## config.mk

```make
export PLATFORM = sky130hd
export DESIGN_NAME = shell_word_tokenizer_top
export DESIGN_NICKNAME = d
export VERILOG_FILES = /design/src/rtl/core/swt_pkg.sv /design/src/rtl/core/shell_word_tokenizer_top.sv
export SDC_FILE = /design/constraint.sdc
export NUM_CORES = 1
export LEC_CHECK = 0
export ABC_CLOCK_PERIOD_IN_PS = 3270
export BUFFER_PORTS_ARGS = -buffer_cell sky130_fd_sc_hd__buf_2
export CORE_ASPECT_RATIO = 0.8
export CORE_MARGIN = 2
export CORE_UTILIZATION = 40
export CTS_BUF_LIST = sky130_fd_sc_hd__clkbuf_4
export CTS_CLUSTER_SIZE = 12
export DETAILED_ROUTE_END_ITERATION = 10
export PLACE_DENSITY_LB_ADDON = 0.08
export SLEW_MARGIN = 15
export SYNTH_ARGS = -nofsm -noshare
export SYNTH_HDL_FRONTEND = slang
export SYNTH_SLANG_ARGS = --single-unit
```

## constraint.sdc

```tcl
create_clock -name clk -period 3.27 [get_ports clk]
set_clock_uncertainty 0.05 [all_clocks]
set_input_delay 0.654 -clock clk [delete_from_list [all_inputs] [get_ports clk]]
set_output_delay 0.654 -clock clk [all_outputs]
set_load 0.03 [all_outputs]
```

## src/rtl/core/swt_pkg.sv

```systemverilog
// shared constants, codes and helpers for the shell word tokenizer
`timescale 1ns / 1ps

package swt_pkg;

    // default width of the line counter
    localparam int LINE_BITS_DEF = 16;
    // width of the reported line number
    localparam int LINE_OUT_W = 16;

    // characters of interest
    localparam logic [7:0] CH_SEMI  = 8'h3B;
    localparam logic [7:0] CH_NL    = 8'h0A;
    localparam logic [7:0] CH_SQ    = 8'h27;
    localparam logic [7:0] CH_DQ    = 8'h22;
    localparam logic [7:0] CH_BSL   = 8'h5C;
    localparam logic [7:0] CH_SPACE = 8'h20;

    // scan mode codes
    localparam logic [2:0] M_IDLE    = 3'd0;
    localparam logic [2:0] M_AFTERNL = 3'd1;
    localparam logic [2:0] M_WORD    = 3'd2;
    localparam logic [2:0] M_WESC    = 3'd3;
    localparam logic [2:0] M_SQ      = 3'd4;
    localparam logic [2:0] M_DQ      = 3'd5;
    localparam logic [2:0] M_DESC    = 3'd6;

    // result kinds
    localparam logic [2:0] K_NONE = 3'd0;
    localparam logic [2:0] K_WORD = 3'd1;
    localparam logic [2:0] K_SEP  = 3'd2;
    localparam logic [2:0] K_LB   = 3'd3;
    localparam logic [2:0] K_ERR  = 3'd4;

    // input opcodes
    localparam logic OP_DATA = 1'b0;
    localparam logic OP_END  = 1'b1;

    // mode after an unquoted word byte
    function automatic logic [2:0] word_next(input logic [7:0] c);
        logic [2:0] m;
        begin
            m = M_WORD;
            if (c == CH_SQ)
            begin
                m = M_SQ;
            end
            else if (c == CH_DQ)
            begin
                m = M_DQ;
            end
            else if (c == CH_BSL)
            begin
                m = M_WESC;
            end
            return m;
        end
    endfunction

endpackage

```

## src/rtl/core/shell_word_tokenizer_top.sv

```systemverilog
// shell word tokenizer: byte-serial lexer with quoting, one tag per byte
// the result is registered: it is valid in the cycle after its input transfer
// throughput: one byte per cycle while out_ready holds; the scan mode and line counter
//   update in the same cycle as the input transfer, so bytes follow back to back
// reset: asynchronous active-low rst_n; mode goes idle, line count goes to
//   one, the result register empties
`timescale 1ns / 1ps

module shell_word_tokenizer_top #(
    parameter int LINE_BITS = swt_pkg::LINE_BITS_DEF
) (
    input  logic        clk,
    input  logic        rst_n,
    // input channel
    input  logic        in_valid,
    output logic        in_ready,
    input  logic        opcode,
    input  logic [7:0]  in_byte,
    // result channel
    output logic        out_valid,
    input  logic        out_ready,
    output logic [7:0]  out_byte,
    output logic [2:0]  kind,
    output logic        word_first,
    output logic        word_closed,
    output logic [swt_pkg::LINE_OUT_W-1:0] line_number,
    output logic        input_done
);

    // lexer state
    logic [2:0]           mode_reg;
    logic [2:0]           mode_next;
    logic [LINE_BITS-1:0] line_reg;
    logic [LINE_BITS-1:0] line_next;

    // result register
    logic                            out_valid_reg;
    logic [7:0]                      out_byte_reg;
    logic [2:0]                      kind_reg;
    logic                            first_reg;
    logic                            closed_reg;
    logic [swt_pkg::LINE_OUT_W-1:0]  line_num_reg;
    logic                            done_reg;

    // result of the byte being transferred in
    logic [7:0]                      byte_res;
    logic [2:0]                      kind_res;
    logic                            first_res;
    logic                            closed_res;
    logic                            done_res;
    logic [swt_pkg::LINE_OUT_W-1:0]  line_num_res;
    logic                            idle_path;
    logic                            in_xfer;

    // a new byte enters whenever the result slot is empty or being drained
    assign in_ready = !out_valid_reg || out_ready;
    assign in_xfer  = in_valid && in_ready;

    // mode machine: one step per byte
    always_comb
    begin
        mode_next  = mode_reg;
        line_next  = line_reg;
        byte_res   = in_byte;
        kind_res   = swt_pkg::K_NONE;
        first_res  = 1'b0;
        closed_res = 1'b0;
        done_res   = 1'b0;
        idle_path  = 1'b0;

        if (opcode == swt_pkg::OP_END)
        begin
            // end of input: error in quotes, close an open word
            done_res = 1'b1;
            byte_res = 8'h00;
            case (mode_reg)
                swt_pkg::M_SQ, swt_pkg::M_DQ, swt_pkg::M_DESC:
                begin
                    kind_res = swt_pkg::K_ERR;
                end
                swt_pkg::M_WORD, swt_pkg::M_WESC:
                begin
                    closed_res = 1'b1;
                end
                default:
                begin
                    kind_res = swt_pkg::K_NONE;
                end
            endcase
            mode_next = swt_pkg::M_IDLE;
        end
        else
        begin
            case (mode_reg)
                swt_pkg::M_WORD:
                begin
                    if (in_byte == swt_pkg::CH_SPACE || in_byte == swt_pkg::CH_SEMI ||
                        in_byte == swt_pkg::CH_NL)
                    begin
                        // word ends here, the delimiter is then taken as if idle
                        closed_res = 1'b1;
                        idle_path  = 1'b1;
                    end
                    else
                    begin
                        kind_res  = swt_pkg::K_WORD;
                        mode_next = swt_pkg::word_next(in_byte);
                    end
                end
                swt_pkg::M_WESC:
                begin
                    kind_res  = swt_pkg::K_WORD;
                    mode_next = swt_pkg::M_WORD;
                end
                swt_pkg::M_SQ:
                begin
                    kind_res = swt_pkg::K_WORD;
                    if (in_byte == swt_pkg::CH_SQ)
                    begin
                        mode_next = swt_pkg::M_WORD;
                    end
                end
                swt_pkg::M_DQ:
                begin
                    kind_res = swt_pkg::K_WORD;
                    if (in_byte == swt_pkg::CH_DQ)
                    begin
                        mode_next = swt_pkg::M_WORD;
                    end
                    else if (in_byte == swt_pkg::CH_BSL)
                    begin
                        mode_next = swt_pkg::M_DESC;
                    end
                end
                swt_pkg::M_DESC:
                begin
                    kind_res  = swt_pkg::K_WORD;
                    mode_next = swt_pkg::M_DQ;
                end
                default:
                begin
                    // idle, after a linebreak, or an unused code
                    idle_path = 1'b1;
                end
            endcase

            if (idle_path)
            begin
                if (in_byte == swt_pkg::CH_SPACE)
                begin
                    // skipped; an absorbing mode stays absorbing
                    kind_res = swt_pkg::K_NONE;
                    if (mode_reg != swt_pkg::M_AFTERNL)
                    begin
                        mode_next = swt_pkg::M_IDLE;
                    end
                end
                else if (in_byte == swt_pkg::CH_NL)
                begin
                    // every unquoted newline counts, saturating
                    if (line_reg != {LINE_BITS{1'b1}})
                    begin
                        line_next = line_reg + 1'b1;
                    end
                    if (mode_reg == swt_pkg::M_AFTERNL)
                    begin
                        kind_res = swt_pkg::K_NONE;
                    end
                    else
                    begin
                        kind_res = swt_pkg::K_LB;
                    end
                    mode_next = swt_pkg::M_AFTERNL;
                end
                else if (in_byte == swt_pkg::CH_SEMI)
                begin
                    kind_res  = swt_pkg::K_SEP;
                    mode_next = swt_pkg::M_IDLE;
                end
                else
                begin
                    kind_res  = swt_pkg::K_WORD;
                    first_res = 1'b1;
                    mode_next = swt_pkg::word_next(in_byte);
                end
            end
        end
    end

    // reported line number, clipped to the output width
    generate
        if (LINE_BITS > swt_pkg::LINE_OUT_W)
        begin : g_line_clip
            assign line_num_res = (|line_next[LINE_BITS-1:swt_pkg::LINE_OUT_W]) ?
                                  {swt_pkg::LINE_OUT_W{1'b1}} :
                                  line_next[swt_pkg::LINE_OUT_W-1:0];
        end
        else
        begin : g_line_ext
            assign line_num_res = swt_pkg::LINE_OUT_W'(line_next);
        end
    endgenerate

    // control state
    always_ff @(posedge clk or negedge rst_n)
    begin
        if (!rst_n)
        begin
            mode_reg      <= swt_pkg::M_IDLE;
            line_reg      <= LINE_BITS'(1);
            out_valid_reg <= 1'b0;
        end
        else
        begin
            if (in_xfer)
            begin
                mode_reg      <= mode_next;
                line_reg      <= line_next;
                out_valid_reg <= 1'b1;
            end
            else if (out_ready)
            begin
                out_valid_reg <= 1'b0;
            end
        end
    end

    // result payload, loaded on each input transfer
    always_ff @(posedge clk)
    begin
        if (in_xfer)
        begin
            out_byte_reg <= byte_res;
            kind_reg     <= kind_res;
            first_reg    <= first_res;
            closed_reg   <= closed_res;
            line_num_reg <= line_num_res;
            done_reg     <= done_res;
        end
    end

    assign out_valid   = out_valid_reg;
    assign out_byte    = out_byte_reg;
    assign kind        = kind_reg;
    assign word_first  = first_reg;
    assign word_closed = closed_reg;
    assign line_number = line_num_reg;
    assign input_done  = done_reg;

endmodule

```

### Word-level counts from Yosys, hierarchy flattened

Cells that the tools add are included.

* ROM bits: 0
* latch bits: 0
* output and inout port bits: 32
* memories kept: 0
* bits in registers: 50
* RAM bits: 0

* mux-type cells: 38
* equal/unequal tests: 14
* div/mod/pow operators: 0
* shift operators: 0
* $add $sub $neg: 1
* multipliers: 0
* bitwise operators: 1
* order comparisons: 0
* reduce and logical (&&, ||, !) cells: 10

Operators by type and width (number)
* $mux 16: 5
* $mux 3: 17
* $eq 8x6->1 const B: 4
* $add 16x1->16 const B: 1
* $ne 16x16->1 const B: 1
* $pmux 3 s5: 1
* $mux 1: 11
* $eq 3x3->1 const B: 3
* $eq 8x4->1 const B: 1
* $eq 8x7->1 const B: 1
* $reduce_or 4->1: 2
* $eq 3x2->1 const B: 2
* $mux 2: 2
* $pmux 1 s2: 2
* $eq 3x1->1 const B: 1
* $logic_or 1x1->1: 3
* $ne 3x1->1 const B: 1
* $reduce_or 3->1: 1
* $reduce_bool 2->1: 1
* $reduce_or 2->1: 1
* $logic_and 1x1->1: 1
* $logic_not 1->1: 1
* $not 1->1: 1

### Longest topological paths before layout

* depth in word-level cells: 10
* gate-level depth with buffers: 9
* gate-level depth less buffers: 7

### Worst setup path after synthesis

OpenSTA, ideal clock, no wires.

* kind: input to register
* start point: input out_ready
* end point: register line_reg[1]
* slack: 0.175 ns
* data arrival time: 2.920 ns
* stages on the path: 7
* required time: 3.095 ns
* cell sequence: nand2b_1 -> nand2_1 -> inv_1 -> o211a_1 -> nor2b_1 -> buf_2 -> mux2_2

* cells in the longest elaborated chain, start to end: 2

Ends and longest elaborated chain
* start, declared: RTL line shell_word_tokenizer_top.sv:21 `input logic out_ready,`
* $logic_or 1x1->1: RTL line shell_word_tokenizer_top.sv:56 `assign in_ready = !out_valid_reg || out_ready;`
* $logic_and 1x1->1: RTL line shell_word_tokenizer_top.sv:57 `assign in_xfer = in_valid && in_ready;`
* via in_xfer: RTL line shell_word_tokenizer_top.sv:53 `logic in_xfer;`
* end signal, assigned: RTL line shell_word_tokenizer_top.sv:218 `line_reg <= line_next;`
* end, declared: RTL line shell_word_tokenizer_top.sv:33 `logic [LINE_BITS-1:0] line_reg;`

The timed path passes the listed nets, and every way through them passes these cells.
A chain may end at the register's enable or synchronous reset.

### Final worst setup path

* start point: register mode_reg[2]
* end point: register line_num_reg (netlist bit line_number[1]), data pin

* cells in the longest elaborated chain, start to end: 6
* elaborated cells on any way between the ends: 10
* those cells by class: eq/ne (5); mux (4); reduce/logical (1)

Ends and longest elaborated chain
* start, declared: RTL line shell_word_tokenizer_top.sv:31 `logic [2:0] mode_reg;`
* start signal, assigned: RTL line shell_word_tokenizer_top.sv:209 `mode_reg <= swt_pkg::M_IDLE;`
* start signal, assigned: RTL line shell_word_tokenizer_top.sv:217 `mode_reg <= mode_next;`
* $eq 3x3->1 / $eq 3x2->1 (equally long branches): RTL line shell_word_tokenizer_top.sv:94 `case (mode_reg)`
* $reduce_or 4->1 (no line)
* $pmux 1 s2 (*): RTL line shell_word_tokenizer_top.sv:94
* $mux 1 (*): RTL line shell_word_tokenizer_top.sv:71 `if (opcode == swt_pkg::OP_END)`
* $mux 16 (*): RTL line shell_word_tokenizer_top.sv:147 `if (idle_path)`
* $mux 16 (*): RTL line shell_word_tokenizer_top.sv:71
* via line_next[1]: RTL line shell_word_tokenizer_top.sv:34 `logic [LINE_BITS-1:0] line_next;`
* end signal, assigned: RTL line shell_word_tokenizer_top.sv:237 `line_num_reg <= line_num_res;`
* end, declared: RTL line shell_word_tokenizer_top.sv:42 `logic [swt_pkg::LINE_OUT_W-1:0] line_num_reg;`

Mark *: on every way through the listed nets, which the timed path passes. The rest lies on a longest branch. The select of a mux whose other input is x is not followed.

==> results_dict.tcl <==
set metrics [dict create \
    crit_chain "or2_2, a2111oi_1, o21ai_0, nor2_2, mux2_2" \
    grt_pass1_vias 1746 \
    p_leak_nw 1.197 \
    worstSetupEndpoint "line_number[1]$_DFFE_PP_" \
    die_h_um 76.11 \
    reg2reg_depth 5 \
    drive_gt1_frac 0.2465 \
    h-tree-depth 2 \
    ir_worst_vdd_v 0.0001619 \
    reg2reg_to "line_number[1]$_DFFE_PP_" \
    slew_headroom 0.6501 \
    drt_wl_total_mm 5.365 \
    core_um2 6344 \
    drt-initial-drc-count 127 \
    rows 26 \
    cpMaxStageDelayCell "dfrtp_1" \
    cp_max_fo 13 \
    place_ws_ns 0.2141 \
    cts_root_buffer "clkbuf_4" \
    gp_congestion 0.8048 \
    async_reset_ff_frac 0.4000 \
    dieArea_um2 7165 \
    status "finished, final reports clean" \
    min_period_ns 2.716 \
    dp_hpwl_mm 3.739 \
    grt-ovfl-total 0 \
    ys_seq_elements 50 \
    synthTopCellsByArea "edfxtp_1, dfrtp_1, xnor2_1" \
    ctsHoldBuffers 0 \
    die-width_um 94.14 \
    multiInputGateArea_um2 1124 \
    tightest_slew_ns 0.5235 \
    cp.required_ns 3.36 \
    setup_viol 0 \
    grtUsageMet1 0.2434 \
    port_buffers 44 \
    netlist_instances 242 \
    max_freq_mhz 368.2 \
    timing.rr.start "mode_reg[2]$_DFFE_PN0P_" \
    grt-busiest-layer "met1" \
    post_cts_buffers 0 \
    cts_buffers 5 \
    min_path_type "primary input to async pin" \
    placed_cells 364 \
    firstDrtPassIters 4 \
    wl_per_cell_um 14.42 \
    crit_path_start "mode_reg[2]$_DFFE_PN0P_" \
    route.detailed.drc 0 \
    worstPathArrival_ns 2.81 \
    seqCellArea_um2 1403 \
    worst_path_largest_cell_delay_ns 0.55 \
    use_met3 0.03462 \
    yosysWarningCount 0 \
    startpoint_type "flop" \
    synthDistinctLibCells 49 \
    syn_area_um2 2600 \
    synth.top_cells.by_count "nand2_1, edfxtp_1, dfrtp_1" \
    synth.most_common_cell "nand2_1" \
    drv_slew 0 \
    diodes 0 \
    grt_max_degree 34 \
    critPathCaptureType "flop" \
    syn-num-nets 256 \
    avgSynthCellArea_um2 10.74 \
    antenna_found_initial 0 \
    utilization 0.4665 \
    vias 1952 \
    synth_edf_count 30 \
    cts_tree "done" \
    start_util 0.4099 \
    cts.path.max_buffers 2 \
    synthDominantCellAreaShare 0.3465 \
    finalNetCount 301 \
    finalSetupTns_ns 0 \
    num-fill-cells 628 \
    period_share 0.8306 \
    synthFlopType "edfxtp_1" \
    reg2reg_slack_ns 0.55 \
    viasPerCell 5.247 \
    p_total_w 0.001147 \
    setup.worst_path.class "flop to flop" \
    hold_violations 0 \
    rsz0062_at_grt "false" \
    worstSkewPairLatency_ns 0.37 \
    drv_cap 0 \
    ctsResizeCount 0 \
    stdcell_count 372 \
    synth_top_area_cell "edfxtp_1" \
    grt_pass1_wl_mm 8.928 \
    seq_area_frac_synth 0.5395 \
    use_met2 0.2236 \
    setup_ws_ns 0.5540 \
    io_pins 45 \
    power_density_nw_per_um2 387.7 \
    track_usage 0.1587 \
    ant_nets 0 \
    cts_sinks 50 \
    clk_pin_slew_ns 0.14 \
    area_delta_synth_final_pct 13.81 \
]
-- final cells by class --
type	count	area share
Sequential cell	50	0.4740
Tap cell	84	0.03552
Inverter	4	0.005074
Clock buffer	6	0.01522
Timing Repair Buffer	49	0.08710
Clock inverter	2	0.003383
Multi-Input combinational cell	177	0.3797
-- kinds of logic after synthesis --
kind of cell               Yosys count  synth area share
adders and majority gates            1          0.004812
buffers and inverters               15           0.02839
DFF                                 50            0.5395
AOI/OAI and AO/OA                   37           0.09288
muxes                                4           0.01732
and+or+nand+nor                    112            0.2396
xor gates and xnor gates            23           0.07748
-- how the worst min path moves through the flow --
stage	slack, ns	from	to	cells after the start
floorplan	0.31	rst_n	line_reg[10]$_DFFE_PN0P_	0
global placement	0.46	out_valid$_DFFE_PN0P_	out_valid$_DFFE_PN0P_	2
detailed placement	0.47	line_reg[15]$_DFFE_PN0P_	line_reg[15]$_DFFE_PN0P_	1
CTS	0.19	rst_n	out_valid$_DFFE_PN0P_	1
global route	0.20	rst_n	line_reg[2]$_DFFE_PN0P_	1
finish	0.17	rst_n	line_reg[2]$_DFFE_PN0P_	1
-- worst max-delay path: cells and delay by family (launching register included) --
kind               cells  cell delay [ns]
DFF                    1             0.55
AOI/OAI and AO/OA      2             0.76
and+or+nand+nor        2             0.75
muxes                  1             0.38
-- cell usage in the layout (no fill, tap or decap), types with 5 or more instances in the layout --
master and count:
buf_4 5, nand4_1 7, nand3_1 7, nor4_1 5
xnor2_1 16, nor3_1 11, nand2_1 32, o21ai_0 6
a31oi_1 5, buf_2 44, nor2_1 11, edfxtp_1 30
a21oi_1 12, dfrtp_1 19, clkbuf_4 6, nor2b_1 9
xor2_1 7
-- per-stage QoR --
stage	area, um2	hold WS [ns]
floorplan	2600	0.3084
global placement	2904	0.4605
detailed placement	2904	0.4664
CTS	2959	0.1878
global route	2959	0.1973
finish	2959	0.1720
-- layer usage --
layer  wire [um]  up-vias  part of all wire
met5           0        -                 0
met4          32        0            0.0060
met3         267        2             0.050
met2        2325       48              0.43
met1        2740      935              0.51
li1            -      967                 -
-- where the power goes --
part | switching, W | internal, W
Sequential | 0.0000158 | 0.000695
Combinational | 0.000106 | 0.0000478
Clock | 0.000192 | 0.0000907
No activity file was read; power rests on OpenSTA's default activity.
